===== src/rtl/core/stq_pkg.sv =====
// Shared types, codes and default sizes for the sorted timer queue scheduler.
`default_nettype none

package stq_pkg;

  // Default sizes handed to the top-level parameters
  localparam int unsigned CAPACITY_DEF  = 16;
  localparam int unsigned TIME_BITS_DEF = 32;
  localparam int unsigned ID_BITS_DEF   = 16;

  // Request codes
  typedef enum logic [1:0] {
    FUNC_TICK      = 2'd0,
    FUNC_PERIODIC  = 2'd1,
    FUNC_ONE_SHOT  = 2'd2,
    FUNC_CANCEL    = 2'd3
  } func_e;

  // Result codes
  typedef enum logic [2:0] {
    KIND_ASSIGNED = 3'd0,
    KIND_FULL     = 3'd1,
    KIND_CANCEL   = 3'd2,
    KIND_FIRED    = 3'd3,
    KIND_NONE     = 3'd4
  } kind_e;

  // Request word
  typedef struct packed {
    func_e       func;
    logic [31:0] time_value;
    logic [15:0] cancel_id;
  } stq_req_t;

  // Result word
  typedef struct packed {
    kind_e       kind;
    logic [15:0] task_id;
    logic        found;
    logic        last;
  } stq_rsp_t;

endpackage

`default_nettype wire


===== src/rtl/core/stq_alu.sv =====
// Shared saturating adder and less-or-equal comparator for time values.
`default_nettype none

module stq_alu #(
  parameter int unsigned TIME_BITS = stq_pkg::TIME_BITS_DEF
) (
  input  wire logic [TIME_BITS-1:0] a_i,
  input  wire logic [TIME_BITS-1:0] b_i,
  output logic      [TIME_BITS-1:0] sum_o,
  output logic                      le_o
);

  logic [TIME_BITS:0] raw_sum;

  // Add with carry out, clamp to all ones on overflow
  assign raw_sum = {1'b0, a_i} + {1'b0, b_i};
  assign sum_o   = raw_sum[TIME_BITS] ? {TIME_BITS{1'b1}} : raw_sum[TIME_BITS-1:0];

  // Compare for the sorted walk
  assign le_o = (a_i <= b_i);

endmodule

`default_nettype wire


===== src/rtl/core/stq_ram.sv =====
// Timer table storage: one write port, one registered read port.
`default_nettype none

module stq_ram #(
  parameter int unsigned DEPTH = stq_pkg::CAPACITY_DEF,
  parameter int unsigned WIDTH = 2 * stq_pkg::TIME_BITS_DEF + 1 + stq_pkg::ID_BITS_DEF,
  localparam int unsigned AW   = (DEPTH > 1) ? $clog2(DEPTH) : 1
) (
  input  wire logic             clk_i,
  input  wire logic             we_i,
  input  wire logic [AW-1:0]    waddr_i,
  input  wire logic [WIDTH-1:0] wdata_i,
  input  wire logic [AW-1:0]    raddr_i,
  output logic      [WIDTH-1:0] rdata_o
);

  logic [WIDTH-1:0] mem [DEPTH];

  // Write one entry
  always_ff @(posedge clk_i) begin
    if (we_i) begin
      mem[waddr_i] <= wdata_i;
    end
  end

  // Read one entry, registered
  always_ff @(posedge clk_i) begin
    rdata_o <= mem[raddr_i];
  end

endmodule

`default_nettype wire


===== src/rtl/core/sorted_timer_queue_scheduler.sv =====
// Top level of the sorted timer queue scheduler: sequencer, table and shared unit.
//
// Usage: drive req_i and raise start while busy is low; the request word is
// taken at that edge. Requests: tick, schedule periodic, schedule one-shot,
// cancel by id. Each result word is on res_o for one cycle with res_valid_o
// high; the receiver cannot stall it. The final result of a request has last = 1.
// The sorted table is a memory with one write port and a registered read port;
// each walk step is a read, then a compare or move. A schedule walks back from
// the end and places the new timer after every entry due no later; if the table
// is full it answers with a table-full word and the block stays idle. A cancel
// searches the table for the id. A tick advances the time and scans the due
// timers, and answers with a none word if nothing is due; else each fired timer
// is taken off the head, its word is sent, and a periodic one is re-inserted
// behind the timers that are still due.
// One request is worked on at a time; busy stays high until its work ends.
// Reset clears the timer count, the current time and the id counter; table
// contents are left as they are and need no clearing pass.
`default_nettype none

module sorted_timer_queue_scheduler #(
  parameter int unsigned CAPACITY  = stq_pkg::CAPACITY_DEF,
  parameter int unsigned TIME_BITS = stq_pkg::TIME_BITS_DEF,
  parameter int unsigned ID_BITS   = stq_pkg::ID_BITS_DEF
) (
  input  wire logic             clk_i,
  input  wire logic             rst_ni,
  input  wire logic             start,
  output logic                  busy,
  input  wire stq_pkg::stq_req_t req_i,
  output logic                  res_valid_o,
  output stq_pkg::stq_rsp_t     res_o
);

  localparam int unsigned IW = (CAPACITY > 1) ? $clog2(CAPACITY) : 1;
  localparam int unsigned CW = $clog2(CAPACITY + 1);
  localparam int unsigned EW = 2 * TIME_BITS + 1 + ID_BITS;

  typedef enum logic [11:0] {
    S_IDLE      = 12'b0000_0000_0001,
    S_INS_RD    = 12'b0000_0000_0010,
    S_INS_CMP   = 12'b0000_0000_0100,
    S_CAN_RD    = 12'b0000_0000_1000,
    S_CAN_CHK   = 12'b0000_0001_0000,
    S_SCAN_RD   = 12'b0000_0010_0000,
    S_SCAN_CHK  = 12'b0000_0100_0000,
    S_SCAN_END  = 12'b0000_1000_0000,
    S_FIRE_RD   = 12'b0001_0000_0000,
    S_FIRE_HEAD = 12'b0010_0000_0000,
    S_SHF_RD    = 12'b0100_0000_0000,
    S_SHF_WR    = 12'b1000_0000_0000
  } state_e;

  state_e                state_q, state_d;
  logic [TIME_BITS-1:0]  now_q, now_d;
  logic [CW-1:0]         cnt_q, cnt_d;
  logic [ID_BITS-1:0]    nid_q, nid_d;
  stq_pkg::func_e        op_q, op_d;
  logic [TIME_BITS-1:0]  key_q, key_d;
  logic [TIME_BITS-1:0]  iv_q, iv_d;
  logic                  per_q, per_d;
  logic [ID_BITS-1:0]    id_q, id_d;
  logic [CW-1:0]         ptr_q, ptr_d;
  logic [CW-1:0]         pend_q, pend_d;
  logic                  hit_q, hit_d;
  logic                  res_valid_q;
  stq_pkg::stq_rsp_t     res_q, res_d;
  logic                  emit;

  // Table port and entry fields
  logic                  we;
  logic [IW-1:0]         waddr, raddr;
  logic [EW-1:0]         wdata, rdata, new_entry;
  logic [TIME_BITS-1:0]  rd_due, rd_iv;
  logic                  rd_per;
  logic [ID_BITS-1:0]    rd_id;

  // Shared unit
  logic [TIME_BITS-1:0]  alu_a, alu_b, alu_sum;
  logic                  alu_le;

  // Request fields at internal widths
  logic [TIME_BITS+31:0] tv_ext;
  logic [TIME_BITS-1:0]  tv;
  logic [ID_BITS+15:0]   cid_ext;
  logic [ID_BITS-1:0]    cid;
  logic [ID_BITS+15:0]   id_q_ext, rd_id_ext;

  logic [CW-1:0]         ptr_m1;
  logic                  ins_done;

  assign tv_ext    = {{TIME_BITS{1'b0}}, req_i.time_value};
  assign tv        = tv_ext[TIME_BITS-1:0];
  assign cid_ext   = {{ID_BITS{1'b0}}, req_i.cancel_id};
  assign cid       = cid_ext[ID_BITS-1:0];

  assign rd_due    = rdata[EW-1 -: TIME_BITS];
  assign rd_iv     = rdata[EW-1-TIME_BITS -: TIME_BITS];
  assign rd_per    = rdata[ID_BITS];
  assign rd_id     = rdata[ID_BITS-1:0];
  assign new_entry = {key_q, iv_q, per_q, id_q};

  assign id_q_ext  = {16'b0, id_q};
  assign rd_id_ext = {16'b0, rd_id};
  assign ptr_m1    = ptr_q - 1'b1;

  assign busy        = (state_q != S_IDLE);
  assign res_valid_o = res_valid_q;
  assign res_o       = res_q;

  stq_ram #(
    .DEPTH (CAPACITY),
    .WIDTH (EW)
  ) u_ram (
    .clk_i   (clk_i),
    .we_i    (we),
    .waddr_i (waddr),
    .wdata_i (wdata),
    .raddr_i (raddr),
    .rdata_o (rdata)
  );

  stq_alu #(
    .TIME_BITS (TIME_BITS)
  ) u_alu (
    .a_i   (alu_a),
    .b_i   (alu_b),
    .sum_o (alu_sum),
    .le_o  (alu_le)
  );

  // Pick operands for the shared unit
  always_comb begin
    alu_a = rd_due;
    alu_b = key_q;
    if (state_q == S_IDLE) begin
      alu_a = now_q;
      alu_b = (req_i.func == stq_pkg::FUNC_TICK) ? TIME_BITS'(1) : tv;
    end else if (state_q == S_FIRE_HEAD) begin
      alu_b = (rd_iv == '0) ? TIME_BITS'(1) : rd_iv;
    end
  end

  // Sequencer
  always_comb begin
    state_d  = state_q;
    now_d    = now_q;
    cnt_d    = cnt_q;
    nid_d    = nid_q;
    op_d     = op_q;
    key_d    = key_q;
    iv_d     = iv_q;
    per_d    = per_q;
    id_d     = id_q;
    ptr_d    = ptr_q;
    pend_d   = pend_q;
    hit_d    = hit_q;
    we       = 1'b0;
    waddr    = ptr_q[IW-1:0];
    wdata    = rdata;
    raddr    = ptr_q[IW-1:0];
    emit     = 1'b0;
    res_d    = '{kind: stq_pkg::KIND_NONE, task_id: 16'd0, found: 1'b0, last: 1'b1};
    ins_done = 1'b0;

    unique case (state_q)
      S_IDLE: begin
        if (start) begin
          op_d = req_i.func;
          unique case (req_i.func)
            stq_pkg::FUNC_TICK: begin
              now_d   = alu_sum;
              key_d   = alu_sum;
              ptr_d   = '0;
              state_d = S_SCAN_RD;
            end
            stq_pkg::FUNC_PERIODIC, stq_pkg::FUNC_ONE_SHOT: begin
              if (cnt_q == CW'(CAPACITY)) begin
                emit       = 1'b1;
                res_d.kind = stq_pkg::KIND_FULL;
              end else begin
                per_d   = (req_i.func == stq_pkg::FUNC_PERIODIC);
                key_d   = (req_i.func == stq_pkg::FUNC_PERIODIC) ? alu_sum : tv;
                iv_d    = (req_i.func == stq_pkg::FUNC_PERIODIC) ? tv : '0;
                id_d    = nid_q;
                nid_d   = nid_q + 1'b1;
                ptr_d   = cnt_q;
                pend_d  = '0;
                state_d = S_INS_RD;
              end
            end
            stq_pkg::FUNC_CANCEL: begin
              id_d    = cid;
              ptr_d   = '0;
              hit_d   = 1'b0;
              state_d = S_CAN_RD;
            end
          endcase
        end
      end

      // Walk back from the end, moving later-due entries up one slot
      S_INS_RD: begin
        if (ptr_q == pend_q) begin
          ins_done = 1'b1;
        end else begin
          raddr   = ptr_m1[IW-1:0];
          state_d = S_INS_CMP;
        end
      end

      S_INS_CMP: begin
        if (alu_le) begin
          ins_done = 1'b1;
        end else begin
          we      = 1'b1;
          ptr_d   = ptr_m1;
          state_d = S_INS_RD;
        end
      end

      // Search for the id, then close the gap behind it
      S_CAN_RD: begin
        if (ptr_q == cnt_q) begin
          emit          = 1'b1;
          res_d.kind    = stq_pkg::KIND_CANCEL;
          res_d.task_id = id_q_ext[15:0];
          res_d.found   = hit_q;
          if (hit_q) begin
            cnt_d = cnt_q - 1'b1;
          end
          state_d = S_IDLE;
        end else begin
          state_d = S_CAN_CHK;
        end
      end

      S_CAN_CHK: begin
        if (hit_q) begin
          we    = 1'b1;
          waddr = ptr_m1[IW-1:0];
        end else if (rd_id == id_q) begin
          hit_d = 1'b1;
        end
        ptr_d   = ptr_q + 1'b1;
        state_d = S_CAN_RD;
      end

      // Count the due prefix of the table
      S_SCAN_RD: begin
        if (ptr_q == cnt_q) begin
          state_d = S_SCAN_END;
        end else begin
          state_d = S_SCAN_CHK;
        end
      end

      S_SCAN_CHK: begin
        if (alu_le) begin
          ptr_d   = ptr_q + 1'b1;
          state_d = S_SCAN_RD;
        end else begin
          state_d = S_SCAN_END;
        end
      end

      S_SCAN_END: begin
        pend_d = ptr_q;
        if (ptr_q == '0) begin
          emit       = 1'b1;
          res_d.kind = stq_pkg::KIND_NONE;
          state_d    = S_IDLE;
        end else begin
          state_d = S_FIRE_RD;
        end
      end

      // Take the next due timer from the head
      S_FIRE_RD: begin
        if (pend_q == '0) begin
          state_d = S_IDLE;
        end else begin
          raddr   = '0;
          state_d = S_FIRE_HEAD;
        end
      end

      S_FIRE_HEAD: begin
        emit          = 1'b1;
        res_d.kind    = stq_pkg::KIND_FIRED;
        res_d.task_id = rd_id_ext[15:0];
        res_d.last    = (pend_q == CW'(1));
        key_d         = alu_sum;
        iv_d          = rd_iv;
        per_d         = rd_per;
        id_d          = rd_id;
        ptr_d         = CW'(1);
        state_d       = S_SHF_RD;
      end

      // Shift the rest down over the removed head
      S_SHF_RD: begin
        if (ptr_q == cnt_q) begin
          cnt_d  = cnt_q - 1'b1;
          pend_d = pend_q - 1'b1;
          if (per_q) begin
            ptr_d   = cnt_q - 1'b1;
            state_d = S_INS_RD;
          end else begin
            state_d = S_FIRE_RD;
          end
        end else begin
          state_d = S_SHF_WR;
        end
      end

      S_SHF_WR: begin
        we      = 1'b1;
        waddr   = ptr_m1[IW-1:0];
        ptr_d   = ptr_q + 1'b1;
        state_d = S_SHF_RD;
      end

      default: begin
        state_d = S_IDLE;
      end
    endcase

    // Place the new entry and finish the insert
    if (ins_done) begin
      we    = 1'b1;
      wdata = new_entry;
      cnt_d = cnt_q + 1'b1;
      if (op_q == stq_pkg::FUNC_TICK) begin
        state_d = S_FIRE_RD;
      end else begin
        emit          = 1'b1;
        res_d.kind    = stq_pkg::KIND_ASSIGNED;
        res_d.task_id = id_q_ext[15:0];
        state_d       = S_IDLE;
      end
    end
  end

  // Control registers
  always_ff @(posedge clk_i or negedge rst_ni) begin
    if (!rst_ni) begin
      state_q     <= S_IDLE;
      now_q       <= '0;
      cnt_q       <= '0;
      nid_q       <= '0;
      res_valid_q <= 1'b0;
    end else begin
      state_q     <= state_d;
      now_q       <= now_d;
      cnt_q       <= cnt_d;
      nid_q       <= nid_d;
      res_valid_q <= emit;
    end
  end

  // Working and result registers
  always_ff @(posedge clk_i) begin
    op_q   <= op_d;
    key_q  <= key_d;
    iv_q   <= iv_d;
    per_q  <= per_d;
    id_q   <= id_d;
    ptr_q  <= ptr_d;
    pend_q <= pend_d;
    hit_q  <= hit_d;
    if (emit) begin
      res_q <= res_d;
    end
  end

endmodule

`default_nettype wire


===== config.mk =====
export PLATFORM = sky130hd
export DESIGN_NAME = sorted_timer_queue_scheduler
export DESIGN_NICKNAME = d
export VERILOG_FILES = /design/src/rtl/core/stq_pkg.sv /design/src/rtl/core/stq_alu.sv /design/src/rtl/core/stq_ram.sv /design/src/rtl/core/sorted_timer_queue_scheduler.sv
export SDC_FILE = /design/constraint.sdc
export NUM_CORES = 2
export LEC_CHECK = 0
export BUFFER_PORTS_ARGS = -buffer_cell sky130_fd_sc_hd__buf_2
export CAP_MARGIN = 5
export CORE_MARGIN = 2
export CORE_UTILIZATION = 45
export DETAILED_ROUTE_END_ITERATION = 7
export GPL_ROUTABILITY_DRIVEN = 0
export GPL_TIMING_DRIVEN = 0
export SYNTH_ARGS = -nofsm -noshare
export SYNTH_HDL_FRONTEND = slang
export SYNTH_SLANG_ARGS = --single-unit

===== constraint.sdc =====
create_clock -name clk_i -period 15.2 [get_ports clk_i]
set_clock_uncertainty 0.2 [all_clocks]
set_input_delay 0.76 -clock clk_i [delete_from_list [all_inputs] [get_ports clk_i]]
set_output_delay 0.76 -clock clk_i [all_outputs]
set_load 0.02 [all_outputs]

# Yosys cells after proc, flatten, opt, wreduce, memory -nomap -nowiden
# Memories as Yosys holds them, arrays and structs flattened. A register that Yosys moved wholly into a read port is not among the register bits.
# Cells that the tools add are included.
dict set report word_totals {
  register_bits 181
  ramBits 1296
  out_inout_bits 23
  wordCells 185
  mem_count 1
}
# memory words width read_ports rd_clocked_by_memory_dff wr line
set memory_table {}
lappend memory_table {u_ram.mem 16 81 1 1 1 stq_ram.sv:17} ;# logic [WIDTH-1:0] mem [DEPTH];
dict set report op_classes {
  add_sub_neg 7
  order_cmp 1
  eq_ne 39
  n_mux 93
  bitwise 1
  reduce_logical 26
}
# cell count
set ops {}
lappend ops {{32-bit two-way mux} 13}
lappend ops {{32-bit one-hot mux with 2 select lines} 3}
lappend ops {{12-bit one-hot mux with 11 select lines} 1}
lappend ops {{16-bit one-hot mux with 2 select lines} 3}
lappend ops {{81-bit two-way mux} 1}
lappend ops {{5-bit two-way mux} 15}
lappend ops {{12-bit two-way mux} 6}
lappend ops {{19-bit two-way mux} 2}
lappend ops {{12-bit one-hot mux with 3 select lines} 1}
lappend ops {{32-bit by 32-bit adder with 33-bit output} 1}
lappend ops {{32-bit less-or-equal comparator} 1}
lappend ops {{32-bit logical NOT} 1}
lappend ops {{16-bit two-way mux} 2}
lappend ops {{5-bit one-hot mux with 6 select lines} 1}
lappend ops {{9-bit two-way mux} 3}
lappend ops {{4-bit AND reduction} 6}
lappend ops {{1-bit two-way mux} 21}
lappend ops {{3-bit != test, second input constant} 7}
lappend ops {{20-bit two-way mux} 1}
lappend ops {{5-bit one-hot mux with 2 select lines} 2}
lappend ops {{16-bit by 1-bit adder with 16-bit output, second input constant} 1}
lappend ops {{16-bit == test} 1}
lappend ops {{8-bit two-way mux} 2}
lappend ops {{4-bit one-hot mux with 2 select lines} 2}
lappend ops {{other kinds (43)} 70}

# Logic depth before layout (Yosys ltp)
dict set report logic_depth {
  word_depth 11
  ltp_mapped 21
  mapped_depth_nobuf 17
}

# By module
# Synthesis repeated with hierarchy kept, for this count alone.
dict set report unflattened {
  hier_cells 3663
  hier_area_um2 63711.1
}
# mod n_inst cells_per_inst area_per_inst_um2 seq_area_each_um2
set modules_own_cells {}
lappend modules_own_cells {stq_ram 1 2078 50020.5 40538.9}
lappend modules_own_cells {sorted_timer_queue_scheduler 1 1166 10876.7 5106.1}
lappend modules_own_cells {stq_alu 1 419 2813.9 0.0}

# Worst setup path before layout
# OpenSTA, ideal clock, no wires.
dict set report synth_path {
  path_kind {register to register}
  startpoint {register state_q[2]}
  endpoint {memory u_ram.mem[8][0] (netlist name), enable pin}
  arrival_ps 5575
  t_required_ps 14470
  slack_ps 8896
  path_stages_with_launch 10
  n_path_buf 0
  period_less_slack_ps 6304
  path_cell_list {dfrtp_1 > nor4_1 > nand3b_1 > or2_2 > nor2_1 > a21oi_1 > nor3_1 > a21oi_1 > mux2i_1 > nor2b_1}
}
dict set report synth_via {
  elab_chain_cells 9
}
# element line
set synth_rtl {}
lappend synth_rtl {{start: declaration} sorted_timer_queue_scheduler.sv:53} ;# state_e state_q, state_d;
lappend synth_rtl {{start signal: assignment} sorted_timer_queue_scheduler.sv:353} ;# state_q <= state_d;
lappend synth_rtl {{12-bit by 10-bit == test with 1-bit output} sorted_timer_queue_scheduler.sv:138} ;# end else if (state_q == S_FIRE_HEAD) begin
lappend synth_rtl {{32-bit two-way mux} sorted_timer_queue_scheduler.sv:138}
lappend synth_rtl {{32-bit two-way mux} sorted_timer_queue_scheduler.sv:135} ;# if (state_q == S_IDLE) begin
lappend synth_rtl {{32-bit less-or-equal comparator} stq_alu.sv:20} ;# assign le_o = (a_i <= b_i);
lappend synth_rtl {{1-bit two-way mux} sorted_timer_queue_scheduler.sv:212} ;# if (alu_le) begin
lappend synth_rtl {{1-bit one-hot mux with 3 select lines / 1-bit one-hot mux with 2 select lines (equally long branches)} sorted_timer_queue_scheduler.sv:165} ;# unique case (state_q)
lappend synth_rtl {{1-bit two-way mux} sorted_timer_queue_scheduler.sv:329} ;# if (ins_done) begin
lappend synth_rtl {{1-bit two-way mux} stq_ram.sv:21} ;# if (we_i) begin
lappend synth_rtl {{1-bit two-way mux (implied by the code)} stq_ram.sv:22} ;# mem[waddr_i] <= wdata_i;
lappend synth_rtl {{end: declaration} stq_ram.sv:17}
# Parallel ways exist; a longest one is shown, timed or not.

# Final worst setup path
dict set report layout_path {
  startpoint {register state_q[2]}
  endpoint {memory u_ram.mem[1][72] (netlist name) (data pin)}
}
dict set report layout_via {
  elab_chain_cells 7
}
# element line
set layout_rtl {}
lappend layout_rtl {{12-bit by 10-bit == test with 1-bit output} sorted_timer_queue_scheduler.sv:138}
lappend layout_rtl {{32-bit two-way mux} sorted_timer_queue_scheduler.sv:138}
lappend layout_rtl {{32-bit two-way mux} sorted_timer_queue_scheduler.sv:135}
lappend layout_rtl {{32-bit less-or-equal comparator} stq_alu.sv:20}
lappend layout_rtl {{1-bit two-way mux} sorted_timer_queue_scheduler.sv:212}
lappend layout_rtl {{1-bit one-hot mux with 2 select lines (*)} sorted_timer_queue_scheduler.sv:165}
lappend layout_rtl {{81-bit two-way mux (*)} sorted_timer_queue_scheduler.sv:329}
lappend layout_rtl {{named net u_ram.wdata_i[72]} stq_ram.sv:12} ;# input wire logic [WIDTH-1:0] wdata_i,
# Mark *: on every way through the listed nets, which the timed path passes. The rest lies on a longest branch.

==> impl_metrics.env <==
export IMPL_status="complete, no violations"
export IMPL_max_slew_worst_pin_slew_ns=1.21
export IMPL_netlist_instances=4342
export IMPL_critical_path_startpoint_type="flip-flop"
export IMPL_layout_core_utilization_pct=51.6
export IMPL_layout_cells_most_common="edfxtp_1"
export IMPL_port_buffers=75
export IMPL_timing_final_hold_violations=0
export IMPL_top_library_cells_by_usage_in_the_layout_fill_and_taps_aside="edfxtp_1, nand2_1, mux2i_1"
export IMPL_asyncSetResetFlopFracSynth_pct=4.24
export IMPL_antenna_found_initial=18
export IMPL_drt_wl_total_mm=180
export IMPL_clkSinkCount=1558
export IMPL_first_global_vias=38300
export IMPL_area_growth_syn_to_layout_pct=14.0
export IMPL_i_o_pins=76
export IMPL_setup_viol=0
export IMPL_powerDensity_nw_per_um2=222
export IMPL_die_x_um=387
export IMPL_synthesis_area_per_instance_um2=15.2
export IMPL_cts_buffers=161
export IMPL_max_vdd_ir_drop_mv=0.147
export IMPL_synth_seq_cells=1558
export IMPL_worst_ep_arrival_time_ns=7.72
export IMPL_synth_enable_flop_cells=1411
export IMPL_max_freq_mhz=133
export IMPL_drv_max_cap_violation_count=0
export IMPL_clk_slew_on_worst_s_h_paths_ns=0.06
export IMPL_nets_in_the_synthesized_netlist=4474
export IMPL_final_setup_tns_ns=0
export IMPL_drv_slew=0
export IMPL_tritoncts_clock_tree="built"
export IMPL_rsz0062_at_grt="no"
export IMPL_hp_class="input pin to flip-flop"
export IMPL_dpl_hpwl_mm=127
export IMPL_maxSlewHeadroom_pct=19.6
export IMPL_final_period_minus_worst_setup_slack_ns=7.51
export IMPL_drive_above_1_share_pct=14.9
export IMPL_ys_seq_area_share_pct=69.2
export IMPL_multiInputGateArea_um2=19000
export IMPL_largest_net_degree_at_the_start_of_global_routing=35
export IMPL_grt_overflow_total=0
export IMPL_detailedPlace_worstSlack_ns=7.41
export IMPL_grt_first_pass_wirelength_mm=263
export IMPL_synth_cell_types=82
export IMPL_detailroute_via_count=38900
export IMPL_core_area_um2=146000
export IMPL_fin_cells=6696
export IMPL_worst_setup_path_end_kind="flip-flop"
export IMPL_design_die_area_um2=150000
export IMPL_post_cts_resized_instances=0
export IMPL_critPathMaxFanout=16
export IMPL_postLayoutSetupSlackWorst_ns=7.69
export IMPL_clock_latency_ns=0.81
export IMPL_floorplan_die_height_um=387
export IMPL_seq_cell_area_um2=45600
export IMPL_first_pass_iters=5
export IMPL_placedCellCount=6389
export IMPL_leakagePower_nw=26.6
export IMPL_antenna_left=0
export IMPL_total_power_mw=16.7
export IMPL_post_route_fraction_of_the_period_consumed_by_the_critical_path_pct=49.4
export IMPL_floorplan_initialDensity_pct=45.3
export IMPL_path_class="flip-flop to flip-flop"
export IMPL_placement_rows=140
export IMPL_groute_usage_overall_pct=23.8
export IMPL_nFillCells=12000
export IMPL_total_standard_cell_area_after_synthesis_um2=66000
export IMPL_ys_warnings=0
export IMPL_worstPathRequired_ns=15.41
export IMPL_drc_errors=0
export IMPL_cts_htree_levels=4
export IMPL_drt_first_iter_violations=3884
export IMPL_flip_flop_cell_with_the_highest_count_after_synthesis="edfxtp_1"
export IMPL_cts_root_to_sink_buffers=3
export IMPL_final_net_count=4771
export IMPL_vias_per_cell=5.81
export IMPL_clk_root_buffer_cell="clkbuf_16"
export IMPL_avgRoutedWirePerCell_um=26.9
final timing paths:
check                           slack [ns]  cells past startpoint          endpoint  startpoint
min in group asynchronous             0.27                      2          cnt_q[0]      rst_ni
worst min-delay path                  0.08                      2           iv_q[1]   req_i[17]
max in group asynchronous            13.90                      3          now_q[3]      rst_ni
worst min register to register        0.27                      1         nid_q[15]   nid_q[15]
worst max-delay path                  7.69                     18  u_ram.mem[1][72]  state_q[2]
worst max register to register        7.69                     18  u_ram.mem[1][72]  state_q[2]
where the power goes:
part	total (mW)	internal, mW	switching [mW]	leakage [nW]
clock	3.83	2.14	1.69	2.49
combinational	6.95	2.28	4.67	9.90
sequential	5.89	5.62	0.265	14.3
cell type report:
cell class	count	area share, %
well taps	1917	3.19
plain buffers	259	1.66
inverters	64	0.320
diodes	6	0.0200
multi-input cells	2461	25.3
repair buffers	134	2.02
clock inverters	74	0.922
flip-flops and latches	1558	60.7
clock buffers	223	5.89
cell usage after synthesis, drive strengths merged, types with 25 or more instances:
cell | count | share of area, %
dfxtp | 81 | 2.5
nand4 | 98 | 0.95
mux2 | 441 | 7.5
a21oi | 102 | 0.78
a221o | 32 | 0.49
o21ai | 83 | 0.64
edfxtp | 1411 | 64
inv | 64 | 0.36
clkbuf | 126 | 0.72
nor2 | 138 | 0.80
o211ai | 333 | 3.8
buf | 133 | 1.2
xor2 | 25 | 0.33
a21o | 49 | 0.56
xnor2 | 57 | 0.76
ha | 78 | 1.5
dfrtp | 65 | 2.5
mux2i | 341 | 5.2
and2 | 37 | 0.35
nand2 | 423 | 2.4
cells by family (layout without fill, tap and decap cells):
logic type | Yosys count | count (layout) | synth area share (%)
multiplexers | 782 | 782 | 12.7
other | 0 | 6 | 0
adder cells (fa/ha/maj) | 79 | 79 | 1.51
XOR/XNOR | 82 | 82 | 1.09
AND/OR/NAND/NOR | 828 | 828 | 5.85
flip-flops | 1558 | 1558 | 69.2
buffers and inverters | 323 | 754 | 2.26
AO/OA/AOI/OAI | 690 | 690 | 7.38
sequential cells by signal, summed over array words and instances (netlist names):
signal         count
nid_q             16
now_q             32
hit_q              1
u_ram.mem       1296
per_q              1
u_ram.rdata_o     81
ptr_q              5
cnt_q              5
res_valid_o        1
pend_q             5
state_q           12
res_o             21
iv_q              32
id_q              16
key_q             32
op_q               2
layer usage:
metal | track usage [%] | vias to the layer above | routed length, um
met4 | 7.25 | 14 | 5190
li1 | - | 17300 | -
met5 | 0 | - | 98
met3 | 4.48 | 293 | 14100
met1 | 34.3 | 19800 | 79500
met2 | 36.7 | 1475 | 81000
stage by stage:
stage / hold WS [ns] / cell area (um2)
6_report: 0.0760 / 75200
5_1_grt: 0.0626 / 75200
4_1_cts: 0.0161 / 75100
3_5_place_dp: 0.261 / 70000
3_3_place_gp: 0.256 / 68700
2_1_floorplan: 0.241 / 66000
repair_timing:
action,4_1_cts,5_1_grt
hold endpoints to repair,34,0
hold buffers,3,0
endpoints found under the setup margin,0,0
setup buffers,0,0
critical path, cell delays in order, from the launching register on:
cell	delay (ns)
dfrtp_1	0.48
nor4_1	0.44
nand3b_1	0.24
nor3_1	0.48
clkbuf_4	0.31
clkbuf_1	0.35
buf_2	0.42
and2_1	0.35
a221o_1	0.21
ha_1	0.24
clkbuf_1	0.22
nor4_1	0.50
and3_1	0.30
nand2_1	0.09
o22ai_2	0.59
a21o_1	0.32
buf_4	0.40
buf_4	0.31
mux2_1	0.60
No activity file was read; power rests on OpenSTA's default activity.
